[src/hw/rtl/dsew_pkg.sv]
`timescale 1ns / 1ps
// ----------------------------------------------------------------------------
// Direction score evidence weighting: shared package
// Widths, fixed-point constants, register indexes and the structs that pass
// between the preparation stages, the dividers and the scaling stages.
// ----------------------------------------------------------------------------
package dsew_pkg;

   localparam int MAX_DIRECTIONS = 256;

   localparam int COUNT_W = 9;
   localparam int DIR_W   = 8;
   localparam int SCORE_W = 16;
   localparam int EVID_W  = 16;
   localparam int BIAS_W  = 16;
   localparam int CSR_W   = 16;
   localparam int FRAC_W  = 17;
   localparam int DSQ_W   = 2 * COUNT_W;
   localparam int MSQ_W   = 2 * (COUNT_W - 1);
   localparam int NUM_W   = 40;
   localparam int DEN_W   = 25;
   localparam int QUOT_W  = 17;

   localparam int PREP_STAGES  = 3;
   localparam int SCALE_STAGES = 3;
   localparam int LATENCY      = PREP_STAGES + QUOT_W + SCALE_STAGES;

   localparam logic [FRAC_W-1:0] FRAC_ONE  = FRAC_W'(65536);
   localparam logic [FRAC_W-1:0] PEN_OUTER = FRAC_W'(32768);
   localparam logic [FRAC_W-1:0] PEN_INNER = FRAC_W'(52429);

   localparam logic [COUNT_W-1:0] DIR_COUNT_MIN   = COUNT_W'(3);
   localparam logic [COUNT_W-1:0] DIR_COUNT_MAX   = COUNT_W'(MAX_DIRECTIONS);
   localparam logic [COUNT_W-1:0] DIR_COUNT_RESET = COUNT_W'(19);
   localparam logic [BIAS_W-1:0]  BIAS_RESET      = BIAS_W'(1280);

   typedef enum logic {
      CSR_DIRECTION_COUNT = 1'b0,
      CSR_EVIDENCE_BIAS   = 1'b1
   } csr_index_type;

   typedef struct packed {
      logic [DIR_W-1:0]   dir;
      logic [SCORE_W-1:0] raw;
      logic [FRAC_W-1:0]  pen;
   } side_type;

   typedef struct packed {
      logic             valid;
      side_type         side;
      logic [NUM_W-1:0] num_e;
      logic [DEN_W-1:0] den_e;
      logic [NUM_W-1:0] num_b;
      logic [DEN_W-1:0] den_b;
   } prep_type;

   typedef struct packed {
      logic [QUOT_W-1:0] quot;
      logic              ovf;
   } div_result_type;

endpackage

[src/hw/rtl/dsew_scale.sv]
`timescale 1ns / 1ps
// ----------------------------------------------------------------------------
// Direction score evidence weighting: scaling stages
// Three multiply stages that apply the evidence factor, the edge penalty and
// the central bias, then saturate the score.
// ----------------------------------------------------------------------------
module dsew_scale (
   input  logic                          clock,
   input  logic                          reset,
   input  logic                          in_valid,
   input  dsew_pkg::side_type            in_side,
   input  dsew_pkg::div_result_type      evid,
   input  dsew_pkg::div_result_type      drop,
   output logic                          out_valid,
   output logic [dsew_pkg::SCORE_W-1:0]  out_score,
   output logic [dsew_pkg::DIR_W-1:0]    out_dir
);

   localparam int P1_W = dsew_pkg::SCORE_W + dsew_pkg::FRAC_W;
   localparam int S1_W = P1_W - 16;
   localparam int P2_W = S1_W + dsew_pkg::FRAC_W;
   localparam int S2_W = P2_W - 16;
   localparam int P3_W = S2_W + dsew_pkg::FRAC_W;
   localparam int S3_W = P3_W - 16;

   logic [dsew_pkg::FRAC_W-1:0]  factor_e;
   logic [P1_W-1:0]              prod1;
   logic [P2_W-1:0]              prod2;
   logic [P3_W-1:0]              prod3;

   logic                         t1_valid_ff, t2_valid_ff, out_valid_ff;
   logic [S1_W-1:0]              t1_s_in, t1_s_ff;
   logic [dsew_pkg::FRAC_W-1:0]  t1_b_in, t1_b_ff, t2_b_ff;
   logic [dsew_pkg::FRAC_W-1:0]  t1_pen_ff;
   logic [dsew_pkg::DIR_W-1:0]   t1_dir_ff, t2_dir_ff, out_dir_ff;
   logic [S2_W-1:0]              t2_s_in, t2_s_ff;
   logic [S3_W-1:0]              t3_s;
   logic [dsew_pkg::SCORE_W-1:0] out_score_in, out_score_ff;

   always_comb begin
      factor_e = evid.ovf ? '0 : evid.quot;
      if (drop.ovf || drop.quot[dsew_pkg::QUOT_W-1]) begin
         t1_b_in = '0;
      end else begin
         t1_b_in = dsew_pkg::FRAC_ONE - drop.quot;
      end
      prod1   = P1_W'(in_side.raw) * P1_W'(factor_e);
      t1_s_in = prod1[P1_W-1:16];
   end

   always_comb begin
      prod2   = P2_W'(t1_s_ff) * P2_W'(t1_pen_ff);
      t2_s_in = prod2[P2_W-1:16];
   end

   always_comb begin
      prod3 = P3_W'(t2_s_ff) * P3_W'(t2_b_ff);
      t3_s  = prod3[P3_W-1:16];
      if (t3_s[S3_W-1:dsew_pkg::SCORE_W] != '0) begin
         out_score_in = '1;
      end else begin
         out_score_in = t3_s[dsew_pkg::SCORE_W-1:0];
      end
   end

   always_ff @(posedge clock) begin
      if (reset) begin
         t1_valid_ff  <= 1'b0;
         t2_valid_ff  <= 1'b0;
         out_valid_ff <= 1'b0;
      end else begin
         t1_valid_ff  <= in_valid;
         t2_valid_ff  <= t1_valid_ff;
         out_valid_ff <= t2_valid_ff;
      end
   end

   always_ff @(posedge clock) begin
      t1_s_ff      <= t1_s_in;
      t1_b_ff      <= t1_b_in;
      t1_pen_ff    <= in_side.pen;
      t1_dir_ff    <= in_side.dir;
      t2_s_ff      <= t2_s_in;
      t2_b_ff      <= t1_b_ff;
      t2_dir_ff    <= t1_dir_ff;
      out_score_ff <= out_score_in;
      out_dir_ff   <= t2_dir_ff;
   end

   assign out_valid = out_valid_ff;
   assign out_score = out_score_ff;
   assign out_dir   = out_dir_ff;

endmodule

[config.mk]
export PLATFORM = sky130hd
export DESIGN_NAME = dsew_scale
export DESIGN_NICKNAME = d
export VERILOG_FILES = /design/src/hw/rtl/dsew_pkg.sv /design/src/hw/rtl/dsew_scale.sv
export SDC_FILE = /design/constraint.sdc
export NUM_CORES = 2
export LEC_CHECK = 0
export BUFFER_PORTS_ARGS = -buffer_cell sky130_fd_sc_hd__buf_2
export CORE_ASPECT_RATIO = 0.75
export CORE_UTILIZATION = 56
export CTS_CLUSTER_DIAMETER = 100
export CTS_CLUSTER_SIZE = 30
export DETAILED_ROUTE_END_ITERATION = 10
export GPL_TIMING_DRIVEN = 0
export PLACE_DENSITY_LB_ADDON = 0.3
export SLEW_MARGIN = 25
export SYNTH_ARGS = -nofsm -noshare
export SYNTH_HDL_FRONTEND = slang
export SYNTH_SLANG_ARGS = --single-unit
[constraint.sdc]
create_clock -name clock -period 7.8 [get_ports clock]
set_clock_uncertainty 0.05 [all_clocks]
set_input_delay 0.39 -clock clock [delete_from_list [all_inputs] [get_ports clock]]
set_output_delay 0.39 -clock clock [all_outputs]
set_load 0.02 [all_outputs]
==> results.toml <==
[critical_path]
cp_num_buf_inv = 7
r2r_setup_slack_ns = 0.41
crit_top_cell = "fa_1"
reg2reg_from = "t2_b_ff[4]"
reg2reg_depth = 24
arrival_ns = 7.69
slowest_delay_ns = 0.55
start_kind = "register"
crit_type = "register to register"
slowest_stage = "dfxtp_1"
endpoint_kind = "register"
worstReg2RegEnd = "out_score[3]"
worstPathMaxFanout = 10
crit_required_ns = 8.10
cpLargestDelayFamily = "adder cells"
crit_chain = "clkbuf_1, nand2_1, fa_1, fa_1, inv_1, fa_1, inv_1, fa_1, inv_1, fa_1, inv_1, fa_1, inv_1, ha_1, a21oi_1, o211ai_1, a211oi_1, o31a_1, nor2_1, o21a_1, or3_1, a211oi_2, buf_4, nand2_1"
cp.depth = 24
crit_start = "t2_b_ff[4]"
cp-endpoint = "out_score[3]"

[floorplan]
die_y_um = 203
ios = 105
row_count = 73
start_util_pct = 56.9
core-area_mm2 = 0.0532
chipWidth_um = 270
die_area_mm2 = 0.0549

[synthesis]
ys.flop_type = "dfxtp_1"
syn_area_per_cell_um2 = 8.98
async_reset_ff_share_pct = 0
synth-edff-count = 0
syn_nets = 4430
synthDistinctLibCells = 48
syn-cell-area_mm2 = 0.0302
synth_seq_area_share_pct = 8.54
syn_inst = 3368
synth_seq_cells = 129
ys.warnings.count = 0

[cts]
htreeDepth = 4
clock_path_buffers = 2
root_buffer = "clkbuf_16"
clock_sinks = 129
clk_latency_ns = 0.46
path_clk_slew_ns = 0.07
cts_tree = "built"
numCtsBuffers = 17

[drt]
routed_via_density = 5.22
vias = 22100
postRouteAntennaNets = 0
drt-total-wl_um = 73600
firstDrtPassIters = 8
wl_per_cell_um = 17.4
drc = 0
drtIter0Drc = 1542

[layout]
fin_util_pct = 61.2
nets = 4572
layout-drive-gt1-share_pct = 5.11
insertedDiodeCount = 0
layout_common_cells = "inv_1, fa_1, nand2_1, and2_1, ha_1"
area_growth_pct = 7.59
fillerInstances = 4570
final_common_cell = "inv_1"

[place]
gp_congestion = 0.936
dp_hpwl_um = 61500
port_buffers = 101
dp_slack_ns = -0.651

[global_route]
track_usage_pct = 28.5
grt_pass1_wl_um = 122000
grt_max_degree = 17
grt_pass1_vias = 22900
grt_overflow = 0
antenna_found_initial = 2

[sta]
hold_ws_ns = 0.0758
max_slew_margin_pct = 48.6
setup_violations = 0
finalCritPeriodShare_pct = 94.7
min_period_ns = 7.39
tightest_slew_ns = 0.764
finalMaxSlewViolations = 0
hold_violations = 0
max_freq_mhz = 135
fin_ws_ns = 0.413

[outcome]
status = "finished clean"

[hold_path]
worstHoldStart = "reset"
holdCritPathClass = "input port to register"

[flow_run]
cap_violations = 0
## state kept, by name, indices dropped and copies added (netlist names)
signal,cells
out_dir,8
out_score,16
out_valid,1
t1_b_ff,17
t1_dir_ff,8
t1_pen_ff,17
t1_s_ff,17
t1_valid_ff,1
t2_b_ff,17
t2_dir_ff,8
t2_s_ff,18
t2_valid_ff,1
## cell usage after synthesis (9+ instances only)
master	n	area, µm²
a21o_1	19	143
nand3_1	13	65.1
nand2_1	568	2130
inv_1	818	3070
and3_1	12	75.1
a21oi_1	64	320
o21a_1	9	67.6
nor2_1	57	214
nor3_1	10	50.1
o21ai_0	30	150
fa_1	666	13300
nand4_1	9	56.3
xnor2_1	33	289
ha_1	316	3950
clkbuf_1	127	477
dfxtp_1	129	2580
nor2b_1	33	206
and2_1	336	2100
xor2_1	35	307
## timing repair
item | 4_1_cts | 5_1_grt
hold endpoints to repair | 25 | 0
hold buffers | 25 | 0
setup endpoints to repair | 15 | 21
setup buffers | 0 | 0
gates resized for setup | 8 | 52
## cell type report
class | instances | area [µm²] | share of cell area (%)
sequential | 129 | 2580 | 7.94
clock buffer | 17 | 425 | 1.31
clock inverter | 15 | 159 | 0.488
buffer | 127 | 513 | 1.58
timing repair buffer | 126 | 756 | 2.32
inverter | 818 | 3070 | 9.44
tap | 712 | 891 | 2.74
multi-input combinational | 2291 | 24100 | 74.2
## cells by family after synthesis
family          Yosys count  share of synthesized area, %
compound gates          174                          3.65
xor+xnor                 68                          1.97
fa+ha+maj               982                          57.2
buf+inv                 948                          11.8
flops                   129                          8.54
simple gates           1067                          16.9
## worst min path at each step
| stage | to | slack [ns] | depth (start not counted) |
|---|---|---|---|
| finish | t2_valid_ff | 0.08 | 2 |
| CTS | t2_valid_ff | 0.05 | 2 |
| global route | t2_valid_ff | 0.06 | 2 |
| global placement | out_dir[6] | 0.26 | 0 |
| detailed placement | t2_b_ff[14] | 0.26 | 0 |
| floorplan | out_dir[0] | 0.26 | 0 |
## layer usage
metal | GRT usage (%) | share of wire, %
met1 | 40.4 | 43
met2 | 43.8 | 44
met3 | 7.98 | 11
met4 | 6.07 | 1.9
met5 | 0 | 0.041
## stage by stage
| step | cell area (µm²) | std cells | TNS (ns) |
|---|---|---|---|
| floorplan | 30200 | 3368 | 0 |
| detailed placement | 31600 | 4181 | -3.70 |
| global route | 32500 | 4235 | -0.209 |
| global placement | 31600 | 4181 | -3.18 |
| finish | 32500 | 4235 | 0 |
| CTS | 32500 | 4238 | 0 |
Power is not shown: default switching activity piles up to over one toggle a cycle in this logic, so the estimate is an artifact.
