### config.mk
export PLATFORM = sky130hd
export DESIGN_NAME = dsew_divider
export DESIGN_NICKNAME = d
export VERILOG_FILES = /design/src/hw/rtl/dsew_pkg.sv /design/src/hw/rtl/dsew_divider.sv
export SDC_FILE = /design/constraint.sdc
export NUM_CORES = 2
export LEC_CHECK = 0
export BUFFER_PORTS_ARGS = -buffer_cell sky130_fd_sc_hd__buf_2
export CORE_UTILIZATION = 45
export DETAILED_ROUTE_END_ITERATION = 12
export SLEW_MARGIN = 10
export SYNTH_ARGS = -nofsm -noshare
export SYNTH_HDL_FRONTEND = slang
export SYNTH_SLANG_ARGS = --single-unit
### constraint.sdc
create_clock -name clock -period 12.8 [get_ports clock]
set_clock_uncertainty 0.1 [all_clocks]
set_input_delay 2.56 -clock clock [delete_from_list [all_inputs] [get_ports clock]]
set_output_delay 2.56 -clock clock [all_outputs]
set_load 0.05 [all_outputs]
### src/hw/rtl/dsew_pkg.sv
`timescale 1ns / 1ps
// ----------------------------------------------------------------------------
// Direction score evidence weighting: shared package
// Widths, fixed-point constants, register indexes and the structs that pass
// between the preparation stages, the dividers and the scaling stages.
// ----------------------------------------------------------------------------
package dsew_pkg;

   localparam int MAX_DIRECTIONS = 256;

   localparam int COUNT_W = 9;
   localparam int DIR_W   = 8;
   localparam int SCORE_W = 16;
   localparam int EVID_W  = 16;
   localparam int BIAS_W  = 16;
   localparam int CSR_W   = 16;
   localparam int FRAC_W  = 17;
   localparam int DSQ_W   = 2 * COUNT_W;
   localparam int MSQ_W   = 2 * (COUNT_W - 1);
   localparam int NUM_W   = 40;
   localparam int DEN_W   = 25;
   localparam int QUOT_W  = 17;

   localparam int PREP_STAGES  = 3;
   localparam int SCALE_STAGES = 3;
   localparam int LATENCY      = PREP_STAGES + QUOT_W + SCALE_STAGES;

   localparam logic [FRAC_W-1:0] FRAC_ONE  = FRAC_W'(65536);
   localparam logic [FRAC_W-1:0] PEN_OUTER = FRAC_W'(32768);
   localparam logic [FRAC_W-1:0] PEN_INNER = FRAC_W'(52429);

   localparam logic [COUNT_W-1:0] DIR_COUNT_MIN   = COUNT_W'(3);
   localparam logic [COUNT_W-1:0] DIR_COUNT_MAX   = COUNT_W'(MAX_DIRECTIONS);
   localparam logic [COUNT_W-1:0] DIR_COUNT_RESET = COUNT_W'(19);
   localparam logic [BIAS_W-1:0]  BIAS_RESET      = BIAS_W'(1280);

   typedef enum logic {
      CSR_DIRECTION_COUNT = 1'b0,
      CSR_EVIDENCE_BIAS   = 1'b1
   } csr_index_type;

   typedef struct packed {
      logic [DIR_W-1:0]   dir;
      logic [SCORE_W-1:0] raw;
      logic [FRAC_W-1:0]  pen;
   } side_type;

   typedef struct packed {
      logic             valid;
      side_type         side;
      logic [NUM_W-1:0] num_e;
      logic [DEN_W-1:0] den_e;
      logic [NUM_W-1:0] num_b;
      logic [DEN_W-1:0] den_b;
   } prep_type;

   typedef struct packed {
      logic [QUOT_W-1:0] quot;
      logic              ovf;
   } div_result_type;

endpackage

### src/hw/rtl/dsew_divider.sv
`timescale 1ns / 1ps
// ----------------------------------------------------------------------------
// Direction score evidence weighting: pipelined divider
// Restoring division with one quotient bit per register stage. A quotient
// that would not fit in the quotient width is flagged as an overflow.
// ----------------------------------------------------------------------------
module dsew_divider (
   input  logic                        clock,
   input  logic [dsew_pkg::NUM_W-1:0]  num,
   input  logic [dsew_pkg::DEN_W-1:0]  den,
   output dsew_pkg::div_result_type    result
);

   logic [dsew_pkg::DEN_W-1:0]  rem_in  [dsew_pkg::QUOT_W];
   logic [dsew_pkg::DEN_W-1:0]  rem_ff  [dsew_pkg::QUOT_W];
   logic [dsew_pkg::DEN_W-1:0]  den_in  [dsew_pkg::QUOT_W];
   logic [dsew_pkg::DEN_W-1:0]  den_ff  [dsew_pkg::QUOT_W];
   logic [dsew_pkg::QUOT_W-1:0] low_in  [dsew_pkg::QUOT_W];
   logic [dsew_pkg::QUOT_W-1:0] low_ff  [dsew_pkg::QUOT_W];
   logic [dsew_pkg::QUOT_W-1:0] quot_in [dsew_pkg::QUOT_W];
   logic [dsew_pkg::QUOT_W-1:0] quot_ff [dsew_pkg::QUOT_W];
   logic                        ovf_in  [dsew_pkg::QUOT_W];
   logic                        ovf_ff  [dsew_pkg::QUOT_W];

   always_comb begin
      logic [dsew_pkg::DEN_W-1:0]  r_src;
      logic [dsew_pkg::DEN_W-1:0]  d_src;
      logic [dsew_pkg::QUOT_W-1:0] l_src;
      logic [dsew_pkg::QUOT_W-1:0] q_src;
      logic                        o_src;
      logic [dsew_pkg::DEN_W:0]    trial;
      logic                        qbit;
      for (int j = 0; j < dsew_pkg::QUOT_W; j++) begin
         if (j == 0) begin
            o_src = dsew_pkg::DEN_W'(num[dsew_pkg::NUM_W-1:dsew_pkg::QUOT_W]) >= den;
            r_src = o_src ? '0 : dsew_pkg::DEN_W'(num[dsew_pkg::NUM_W-1:dsew_pkg::QUOT_W]);
            d_src = den;
            l_src = num[dsew_pkg::QUOT_W-1:0];
            q_src = '0;
         end else begin
            o_src = ovf_ff[j-1];
            r_src = rem_ff[j-1];
            d_src = den_ff[j-1];
            l_src = low_ff[j-1];
            q_src = quot_ff[j-1];
         end
         trial = {r_src, l_src[dsew_pkg::QUOT_W-1]};
         qbit  = trial >= {1'b0, d_src};
         if (qbit) begin
            rem_in[j] = dsew_pkg::DEN_W'(trial - {1'b0, d_src});
         end else begin
            rem_in[j] = trial[dsew_pkg::DEN_W-1:0];
         end
         den_in[j]  = d_src;
         low_in[j]  = {l_src[dsew_pkg::QUOT_W-2:0], 1'b0};
         quot_in[j] = {q_src[dsew_pkg::QUOT_W-2:0], qbit};
         ovf_in[j]  = o_src;
      end
   end

   always_ff @(posedge clock) begin
      for (int j = 0; j < dsew_pkg::QUOT_W; j++) begin
         rem_ff[j]  <= rem_in[j];
         den_ff[j]  <= den_in[j];
         low_ff[j]  <= low_in[j];
         quot_ff[j] <= quot_in[j];
         ovf_ff[j]  <= ovf_in[j];
      end
   end

   assign result.quot = quot_ff[dsew_pkg::QUOT_W-1];
   assign result.ovf  = ovf_ff[dsew_pkg::QUOT_W-1];

endmodule

==> flow_metrics.tcl <==
set metrics [dict create \
    synth_area_leader_cell "dfxtp_1" \
    antenna_found_initial 0 \
    post_cts_buffers 0 \
    p_leak_nw 26.10 \
    drv_cap 0 \
    port_buffers 83 \
    p_total_mw 16.12 \
    worstMarginPinSlew_ns 1.220 \
    peakVddDrop_uv 145.4 \
    hp-class "flip-flop to flip-flop" \
    num_vias 35890 \
    combPwrFrac 0.469 \
    r2r-start "low_ff[0][63]" \
    startpoint "den[10]" \
    setup_tns_ns 0 \
    syn-num-nets 5726 \
    cts_buffers 116 \
    wl_per_cell_um 16.88 \
    cp-start-kind "input port" \
    cp_num_buf_inv 4 \
    path_clk_slew_ns 0.06 \
    ios 84 \
    fmaxAchievable_ghz 0.1313 \
    slowest_stage "o31a_1" \
    grt_pass1_wl_um 182100 \
    avgSynthCellArea_um2 9.650 \
    die_height_um 335.8 \
    cts-htree-levels 3 \
    yosysWarningCount 0 \
    clkPwrFrac 0.221 \
    ys_async_sr_fraction 0 \
    p_seq_frac 0.309 \
    cts_tree "done" \
    p_int_mw 10.03 \
    firstDrtPassIters 5 \
    hold_depth 0 \
    via_per_inst 5.225 \
    grt.overflow.total 0 \
    slew_viol_final 0 \
    cp_cell_sequence "buf_2, inv_1, ha_1, a21o_1, a21o_1, a21oi_1, o21ai_0, a221oi_1, o21ai_0, nand2_1, buf_4, and2_1, ha_1, a21o_1, a21o_1, a211o_1, a221oi_2, o21ai_0, a211oi_1, o31a_1, buf_4, and3b_1, a31o_2" \
    synth_top_area_share 0.4415 \
    crit_top_cell "a21o_1" \
    finalCriticalPeriod_ns 7.617 \
    post-route-drc-count 0 \
    dp.cells 6650 \
    fp.coreArea_um2 110500 \
    critPathTopFamily "compound AO/OA/AOI/OAI gates" \
    rrSetupSlack_ns 8.66 \
    drtIter0Drc 1674 \
    period_share 0.5951 \
    required_ns 13.29 \
    setup_violations 0 \
    drive_above_1_share 0.1106 \
    rsz0062_at_grt "no" \
    synth_area_leaders "dfxtp_1, ha_1, mux2_2" \
    nNetsFinal 5809 \
    initial_core_util 0.4538 \
    grt_usage 0.2022 \
    root_buffer "clkbuf_16" \
    placed_cell_area_um2 51810 \
    cp.arrival_ns 8.11 \
    syn_area_um2 50150 \
    synthToLayoutAreaGrowth_pct 11.65 \
    design_area_um2 55990 \
    switching_share 0.3781 \
    slew_headroom 0.1864 \
    cts_max_path_buffers 3 \
    worst-path-stages 23 \
    die_w_um 335.8 \
    gp_congestion 0.9060 \
    cts_resized 0 \
    seq_area_um2 22140 \
    die_area_um2 112800 \
    postCtsHoldBufs 0 \
    worstSetupEndpointType "flip-flop" \
    fillCellCount 10360 \
    cpPeakStageDelay_ns 0.46 \
    ant_nets 0 \
    multi_input_area_um2 25270 \
    hpwl_um 92070 \
    rows 122 \
    ys_seq_area_frac 0.4415 \
    critPathMaxFanout 37 \
    grt_pass1_vias 35310 \
    ys_types 98 \
    hold_viol 0 \
    p_sw_mw 6.097 \
    synth_edf_count 0 \
    syn_inst 5197 \
    synth-main-ff-cell "dfxtp_1" \
    antennaDiodeCount 0 \
    worstSetupPathType "input port to flip-flop" \
    critPathCapture "rem_ff[0][5]" \
    p_per_area_nw_per_um2 288.0 \
    clkLatencyLatePin_ns 0.73 \
    status "complete, no violations" \
    reg2regPathDepth 13 \
    routed_wl_um 116000 \
    cts.sink_count 1106 \
    fin_cells 6868 \
    reg2reg_to "rem_ff[0][109]" \
    grt_max_degree 51 \
    synth_seq_cells 1106 \
]
==> Yosys cell counts, types with 20 or more instances <==
cell	n
a31oi_1	34
nor2b_1	74
buf_2	30
mux2_2	189
dfxtp_1	1106
clkbuf_1	53
or3_1	25
inv_1	539
o211ai_1	29
xor2_1	109
a31o_2	31
a211oi_1	36
nand4_1	62
mux2_4	20
o21bai_1	38
o21ai_0	234
and2_1	32
buf_4	26
o21a_1	72
nand2_1	268
o31ai_1	26
ha_1	447
nor2_1	330
and3_1	42
a21boi_0	24
xnor2_1	192
nand3_1	82
nand2b_1	48
nor3_1	71
mux2i_1	28
a21o_1	209
a21oi_1	391
==> cell type report <==
class,count,area share
clock buffer,146,0.05710
clock inverter,72,0.01759
inverter,542,0.03638
multi-input combinational,3420,0.4514
sequential,1106,0.3954
tap,1488,0.03325
timing repair buffer,94,0.008894
==> metal layers <==
layer,vias to the layer above,wire (um),GRT usage
li1,18230,-,-
met1,16830,46210,0.2130
met2,585,60920,0.3894
met3,245,3492,0.02676
met4,0,5339,0.1013
met5,-,0,0
==> placed cells by master, fill, tap and decap left out, types with 34 or more instances in the layout <==
| cell | netlist | layout |
|---|---|---|
| nand2b_1 | 48 | 48 |
| a31oi_1 | 34 | 34 |
| and3_1 | 42 | 42 |
| xor2_1 | 109 | 109 |
| mux2_2 | 189 | 189 |
| buf_2 | 30 | 83 |
| nor2b_1 | 74 | 74 |
| nand3_1 | 82 | 82 |
| dfxtp_1 | 1106 | 1106 |
| nand4_1 | 62 | 62 |
| o21bai_1 | 38 | 38 |
| nor3_1 | 71 | 71 |
| nand2_1 | 268 | 268 |
| xnor2_1 | 192 | 192 |
| a21o_1 | 209 | 209 |
| o21ai_0 | 234 | 234 |
| nor2_1 | 330 | 330 |
| a21oi_1 | 391 | 391 |
| inv_1 | 539 | 539 |
| a211oi_1 | 36 | 36 |
| ha_1 | 447 | 447 |
| o21a_1 | 72 | 72 |
| clkbuf_16 | 0 | 117 |
==> logic make-up (layout without fill, tap and decap cells) <==
kind of cell | after synthesis | count (layout) | share of synthesized area
and+or+nand+nor | 1108 | 1108 | 0.1064
DFF | 1106 | 1106 | 0.4415
buffers and inverters | 671 | 854 | 0.05541
muxes | 242 | 242 | 0.05514
xor gates and xnor gates | 301 | 301 | 0.05257
adders and majority gates | 463 | 463 | 0.1179
AOI/OAI and AO/OA | 1306 | 1306 | 0.1711
==> sequential cells by signal (all words and copies together) (netlist names) <==
name     cells
den_ff     400
low_ff     136
ovf_ff      17
quot_ff    153
rem_ff     400
==> worst register-to-register path: cells and delay by family (launching register included) <==
kind | cells | cell delay, ns
simple gates | 2 | 0.35
mux | 1 | 0.43
buf+inv | 2 | 0.47
flops | 1 | 0.46
fa+ha+maj | 2 | 0.67
compound gates | 6 | 1.56
==> power groups by stage <==
stage,logic (mW),clock network (mW),registers [mW]
after global placement,7.46,0,5.06
after global routing,8.36,3.83,5.08
after CTS,7.57,3.68,5.00
after detailed placement,7.51,0,5.07
final,7.57,3.57,4.99
after floorplan,6.07,0,4.83
==> worst min-delay path by stage <==
stage | to | start | slack (ns)
floorplan | low_ff[0][102] | low_ff[0][85] | 0.21
finish | low_ff[0][92] | low_ff[0][75] | 0.19
CTS | low_ff[0][92] | low_ff[0][75] | 0.18
global placement | quot_ff[0][263] | quot_ff[0][245] | 0.21
detailed placement | low_ff[0][123] | low_ff[0][106] | 0.21
global route | low_ff[0][110] | low_ff[0][93] | 0.20
==> metrics by stage <==
step,utilization,hold WS (ns),setup slack [ns]
detailed placement,0.4688,0.2121,4.524
global route,0.5066,0.2002,4.904
global placement,0.4688,0.2098,4.451
CTS,0.5066,0.1839,5.288
finish,0.5066,0.1892,5.183
floorplan,-,0.2096,5.830
Note: power is estimated with default switching activity, not from simulation.
