===== config.mk =====
export PLATFORM = sky130hd
export DESIGN_NAME = dsew_prep
export DESIGN_NICKNAME = d
export VERILOG_FILES = /design/src/hw/rtl/dsew_pkg.sv /design/src/hw/rtl/dsew_prep.sv
export SDC_FILE = /design/constraint.sdc
export NUM_CORES = 1
export LEC_CHECK = 0
export BUFFER_PORTS_ARGS = -buffer_cell sky130_fd_sc_hd__buf_2
export CAP_MARGIN = 20
export CORE_MARGIN = 2
export CORE_UTILIZATION = 58
export CTS_BUF_LIST = sky130_fd_sc_hd__clkbuf_4 sky130_fd_sc_hd__clkbuf_8
export CTS_CLUSTER_DIAMETER = 80
export DETAILED_ROUTE_END_ITERATION = 6
export HOLD_SLACK_MARGIN = 0.08
export PLACE_DENSITY = 0.83
export SLEW_MARGIN = 20
export SYNTH_ARGS = -nofsm -noshare
export SYNTH_HDL_FRONTEND = slang
export SYNTH_SLANG_ARGS = --single-unit
export TNS_END_PERCENT = 100

===== constraint.sdc =====
create_clock -name clock -period 6.8 [get_ports clock]
set_input_delay 1.7 -clock clock [delete_from_list [all_inputs] [get_ports clock]]
set_output_delay 1.7 -clock clock [all_outputs]
set_load 0.01 [all_outputs]

===== src/hw/rtl/dsew_pkg.sv =====
`timescale 1ns / 1ps
// ----------------------------------------------------------------------------
// Direction score evidence weighting: shared package
// Widths, fixed-point constants, register indexes and the structs that pass
// between the preparation stages, the dividers and the scaling stages.
// ----------------------------------------------------------------------------
package dsew_pkg;

   localparam int MAX_DIRECTIONS = 256;

   localparam int COUNT_W = 9;
   localparam int DIR_W   = 8;
   localparam int SCORE_W = 16;
   localparam int EVID_W  = 16;
   localparam int BIAS_W  = 16;
   localparam int CSR_W   = 16;
   localparam int FRAC_W  = 17;
   localparam int DSQ_W   = 2 * COUNT_W;
   localparam int MSQ_W   = 2 * (COUNT_W - 1);
   localparam int NUM_W   = 40;
   localparam int DEN_W   = 25;
   localparam int QUOT_W  = 17;

   localparam int PREP_STAGES  = 3;
   localparam int SCALE_STAGES = 3;
   localparam int LATENCY      = PREP_STAGES + QUOT_W + SCALE_STAGES;

   localparam logic [FRAC_W-1:0] FRAC_ONE  = FRAC_W'(65536);
   localparam logic [FRAC_W-1:0] PEN_OUTER = FRAC_W'(32768);
   localparam logic [FRAC_W-1:0] PEN_INNER = FRAC_W'(52429);

   localparam logic [COUNT_W-1:0] DIR_COUNT_MIN   = COUNT_W'(3);
   localparam logic [COUNT_W-1:0] DIR_COUNT_MAX   = COUNT_W'(MAX_DIRECTIONS);
   localparam logic [COUNT_W-1:0] DIR_COUNT_RESET = COUNT_W'(19);
   localparam logic [BIAS_W-1:0]  BIAS_RESET      = BIAS_W'(1280);

   typedef enum logic {
      CSR_DIRECTION_COUNT = 1'b0,
      CSR_EVIDENCE_BIAS   = 1'b1
   } csr_index_type;

   typedef struct packed {
      logic [DIR_W-1:0]   dir;
      logic [SCORE_W-1:0] raw;
      logic [FRAC_W-1:0]  pen;
   } side_type;

   typedef struct packed {
      logic             valid;
      side_type         side;
      logic [NUM_W-1:0] num_e;
      logic [DEN_W-1:0] den_e;
      logic [NUM_W-1:0] num_b;
      logic [DEN_W-1:0] den_b;
   } prep_type;

   typedef struct packed {
      logic [QUOT_W-1:0] quot;
      logic              ovf;
   } div_result_type;

endpackage


===== src/hw/rtl/dsew_prep.sv =====
`timescale 1ns / 1ps
// ----------------------------------------------------------------------------
// Direction score evidence weighting: preparation stages
// Three register stages that form the edge penalty, the distance from the
// fan center and the numerators and denominators of both divisions.
// ----------------------------------------------------------------------------
module dsew_prep (
   input  logic                          clock,
   input  logic                          reset,
   input  logic                          in_valid,
   input  logic [dsew_pkg::DIR_W-1:0]    in_dir,
   input  logic [dsew_pkg::SCORE_W-1:0]  in_raw,
   input  logic [dsew_pkg::EVID_W-1:0]   in_count,
   input  logic [dsew_pkg::COUNT_W-1:0]  dir_count,
   input  logic [dsew_pkg::BIAS_W-1:0]   evidence_bias,
   output dsew_pkg::prep_type            prep
);

   logic [dsew_pkg::COUNT_W-1:0] n_eff;
   logic [dsew_pkg::COUNT_W-1:0] last_idx;
   logic [dsew_pkg::COUNT_W-1:0] idx;
   logic [dsew_pkg::COUNT_W-1:0] twice;
   logic [dsew_pkg::COUNT_W-1:0] m_ext;

   logic                          s1_valid_ff, s2_valid_ff, s3_valid_ff;
   dsew_pkg::side_type            s1_side_in, s1_side_ff, s2_side_ff, s3_side_ff;
   logic [dsew_pkg::EVID_W-1:0]   s1_count_ff, s2_count_ff;
   logic [dsew_pkg::DEN_W-1:0]    s1_den_e_in, s1_den_e_ff, s2_den_e_ff, s3_den_e_ff;
   logic [dsew_pkg::COUNT_W-1:0]  s1_d_in, s1_d_ff;
   logic [dsew_pkg::COUNT_W-2:0]  s1_m_in, s1_m_ff;
   logic [dsew_pkg::DSQ_W-1:0]    s2_dsq_in, s2_dsq_ff;
   logic [dsew_pkg::MSQ_W-1:0]    s2_msq_in, s2_msq_ff;
   logic [dsew_pkg::NUM_W-1:0]    s3_num_e_in, s3_num_e_ff;
   logic [dsew_pkg::NUM_W-1:0]    s3_num_b_in, s3_num_b_ff;
   logic [dsew_pkg::DEN_W-1:0]    s3_den_b_in, s3_den_b_ff;

   always_comb begin
      if (dir_count < dsew_pkg::DIR_COUNT_MIN) begin
         n_eff = dsew_pkg::DIR_COUNT_MIN;
      end else if (dir_count > dsew_pkg::DIR_COUNT_MAX) begin
         n_eff = dsew_pkg::DIR_COUNT_MAX;
      end else begin
         n_eff = dir_count;
      end
      last_idx = n_eff - dsew_pkg::COUNT_W'(1);
      s1_m_in  = last_idx[dsew_pkg::COUNT_W-2:0];
      m_ext    = {1'b0, s1_m_in};
      idx      = {1'b0, in_dir};
      twice    = {in_dir, 1'b0};
      if (twice >= m_ext) begin
         s1_d_in = twice - m_ext;
      end else begin
         s1_d_in = m_ext - twice;
      end

      s1_side_in.dir = in_dir;
      s1_side_in.raw = in_raw;
      if (idx == '0 || idx == last_idx) begin
         s1_side_in.pen = dsew_pkg::PEN_OUTER;
      end else if (idx == dsew_pkg::COUNT_W'(1) || idx == last_idx - dsew_pkg::COUNT_W'(1)) begin
         s1_side_in.pen = dsew_pkg::PEN_INNER;
      end else begin
         s1_side_in.pen = dsew_pkg::FRAC_ONE;
      end

      s1_den_e_in = (dsew_pkg::DEN_W'(in_count) << 8) + dsew_pkg::DEN_W'(evidence_bias);
   end

   always_comb begin
      s2_dsq_in = dsew_pkg::DSQ_W'(s1_d_ff) * dsew_pkg::DSQ_W'(s1_d_ff);
      s2_msq_in = dsew_pkg::MSQ_W'(s1_m_ff) * dsew_pkg::MSQ_W'(s1_m_ff);
   end

   always_comb begin
      s3_num_e_in = dsew_pkg::NUM_W'(s2_count_ff) << 24;
      s3_num_b_in = (dsew_pkg::NUM_W'(s2_dsq_ff) << 17) + (dsew_pkg::NUM_W'(s2_dsq_ff) << 16);
      s3_den_b_in = (dsew_pkg::DEN_W'(s2_msq_ff) << 4) + (dsew_pkg::DEN_W'(s2_msq_ff) << 2);
   end

   always_ff @(posedge clock) begin
      if (reset) begin
         s1_valid_ff <= 1'b0;
         s2_valid_ff <= 1'b0;
         s3_valid_ff <= 1'b0;
      end else begin
         s1_valid_ff <= in_valid;
         s2_valid_ff <= s1_valid_ff;
         s3_valid_ff <= s2_valid_ff;
      end
   end

   always_ff @(posedge clock) begin
      s1_side_ff  <= s1_side_in;
      s1_count_ff <= in_count;
      s1_den_e_ff <= s1_den_e_in;
      s1_d_ff     <= s1_d_in;
      s1_m_ff     <= s1_m_in;

      s2_side_ff  <= s1_side_ff;
      s2_count_ff <= s1_count_ff;
      s2_den_e_ff <= s1_den_e_ff;
      s2_dsq_ff   <= s2_dsq_in;
      s2_msq_ff   <= s2_msq_in;

      s3_side_ff  <= s2_side_ff;
      s3_den_e_ff <= s2_den_e_ff;
      s3_num_e_ff <= s3_num_e_in;
      s3_num_b_ff <= s3_num_b_in;
      s3_den_b_ff <= s3_den_b_in;
   end

   assign prep.valid = s3_valid_ff;
   assign prep.side  = s3_side_ff;
   assign prep.num_e = s3_num_e_ff;
   assign prep.den_e = s3_den_e_ff;
   assign prep.num_b = s3_num_b_ff;
   assign prep.den_b = s3_den_b_ff;

endmodule


==> results.cfg <==
[place]
place_hpwl_mm = 18.2
routabilityCongestion = 0.864
pre_cts_ws_ns = 0.641
port_buffers = 181

[global_route]
grt_usage_pct = 20.2
antenna_found_initial = 0
grt_use_met3_pct = 4.14
grt.busiest_layer = met2
grt_pass1_wl_mm = 39.4
gr-total-overflow = 0
grt_util_met2_pct = 37.0
grtUsageMet1_pct = 23.4
grt_pass1_vias = 8432
grt_max_degree = 24

[power_and_ir_drop]
power_density_nw_per_um2 = 623
p_leak_nw = 7.32
power_mw = 9.29
ir_worst_vdd_mv = 0.556

[cells_and_area]
final_cell_mix = 290 x dfxtp_1, 181 x buf_2, 144 x inv_1
synthToLayoutAreaGrowth_pct = 14.9
antennaDiodeCount = 0
final_util_pct = 68.1
final_common_cell = dfxtp_1
drive_gt1_share_pct = 18.8
fin_nets = 1670

[timing]
finClkSkew_ns = 0.0227
fin_crit_sh_pct = 83.1
slew_viol_final = 0
setup_viol = 0
rsz0062_at_grt = no
slew_headroom_pct = 53.6
hold_viol_final = 0
tightest_slew_ns = 0.691
fmax_mhz = 177
min_period_ns = 5.65
finalSetupTns_ns = 0
fin_ws_ns = 1.15

[clocking]
clock_path_buffers = 3
cts.sinks = 290
postCtsSetupBuffers = 0
clk_pin_slew_ns = 0.07
cts_buffers = 44
cts_hold_buf = 0
ctsResizeCount = 0
insertion_delay_ns = 0.56
tritoncts = done
htree_levels = 2
ctsRootBufferMaster = clkbuf_8

[die]
die_area_sq_um = 23600
rows = 54
num_io_pins = 240
start_util_pct = 59.3
die_y_um = 154
fp.dieW_um = 154
fp.coreArea_sq_um = 21900

[worst_setup_path]
crit_fanout = 10
arrival_ns = 6.12
startpoint_type = primary input
cp-end-kind = flop
critical_path_required_ns = 7.27
criticalPathCategory = primary input to flop

[routing]
routedWlPerCell_um = 14.0
initialDrtViolationCount = 305
ant_nets = 0
vias_per_cell = 4.95
routed_wl_mm = 24.4
drt_pre_antenna_iters = 4
drcViolationCount = 0
routed-via-count = 8584

[yosys]
synth_cells = 1214
synth-edff-count = 0
netlist_area_sq_um = 13000
async_flop_share_pct = 0
synthDistinctLibCells = 67
synth_ff_type = dfxtp_1
syn_area_per_cell_sq_um = 10.7
yosysWarnings = 0
synth-seq-cells = 290
ys_seq_area_share_pct = 44.8

[run]
cap_violations = 0

[status]
outcome = finished, final reports clean

[worst_hold_path]
min_path_type = flop to flop
kinds of logic after synthesis:
kind of cell | synth area share [%]
xor gates and xnor gates | 6.08
and+or+nand+nor | 10.4
muxes | 0.637
adders and majority gates | 21.1
other | 0.0289
buffers and inverters | 8.39
DFF | 44.8
AOI/OAI and AO/OA | 8.63
worst paths after layout:
path,from,cells past startpoint,to,slack (ns)
setup reg to reg,s1_m_ff[0],17,s2_dsq_ff[16],1.79
hold / removal,s2_den_e_ff[15],0,s3_den_e_ff[15],0.31
hold reg to reg,s2_den_e_ff[15],0,s3_den_e_ff[15],0.31
setup / recovery,dir_count[7],20,s1_d_ff[8],1.15
through the flow:
| step | area, sq um | cells | hold slack [ns] |
|---|---|---|---|
| 2_1_floorplan | 13200 | 1272 | 0.310 |
| 3_3_place_gp | 13900 | 1656 | 0.309 |
| 3_5_place_dp | 13900 | 1656 | 0.312 |
| 4_1_cts | 14900 | 1735 | 0.324 |
| 5_1_grt | 14900 | 1735 | 0.323 |
| 6_report | 14900 | 1735 | 0.313 |
metal layers:
| metal | wire length, um | vias up |
|---|---|---|
| met3 | 1470 | 45 |
| met5 | 0 | - |
| li1 | - | 4301 |
| met1 | 10300 | 3983 |
| met2 | 12100 | 255 |
| met4 | 504 | 0 |
cells in the mapped netlist, types with 3 or more instances:
cell	instances	area [sq um]
nand2b_1	6	37.5
nand2_1	47	176
mux2i_1	6	60.1
or3_1	4	25.0
o31ai_1	3	22.5
dfxtp_1	290	5810
o41a_1	3	33.8
nor2_1	55	206
nor2b_1	21	131
inv_1	144	541
o211ai_1	4	30.0
a211oi_1	11	82.6
o21a_1	7	52.6
nor4_1	7	43.8
fa_1	65	1300
or2_2	3	18.8
a21o_1	13	97.6
a21oi_1	44	220
a31oi_1	6	37.5
ha_1	115	1440
clkbuf_1	9	33.8
a21boi_0	3	22.5
o21bai_1	9	67.6
and2_1	49	307
o21ai_0	28	140
xor2_1	20	175
nor3_1	16	80.1
a311oi_1	4	35.0
xnor2_1	70	613
nor4b_1	3	26.3
a211o_1	3	26.3
buf_4	68	510
nand3_1	24	120
and3_1	13	81.3
state kept, by name (all words and copies together), names as in the netlist, 18 cells and up:
name / count
s3_den_e_ff: 25
s2_den_e_ff: 25
prep: 27
s1_den_e_ff: 25
s3_den_b_ff: 18
s3_num_b_ff: 18
s1_side_ff: 27
s2_side_ff: 27
worst max-delay path: stages:
cell and delay, ns:
buf_2 0.13, nor4_1 0.57, a21oi_1 0.20, nor2_1 0.27
inv_1 0.13, ha_1 0.27, nand2b_1 0.11, mux2i_1 0.07
a21boi_1 0.54, inv_1 0.12, ha_1 0.35, a21oi_1 0.21
nor2b_1 0.08, a211oi_1 0.36, o221ai_1 0.28, a21boi_1 0.19
buf_4 0.18, nor2_1 0.05, a32oi_1 0.18, xnor2_1 0.13
final cells by class:
type                    instances  area, sq um
fillers                      1598         6980
multi-input cells             760         6300
flip-flops and latches        290         5810
repair buffers                182          913
clock buffers                  71          890
inverters                     144          541
well taps                     280          350
clock inverters                 8          111
power by group:
| group | switching, mW | internal (mW) |
|---|---|---|
| clock network | 0.647 | 0.912 |
| registers | 0.160 | 2.11 |
| logic | 2.96 | 2.50 |
Power figures use the tool's default switching activity.
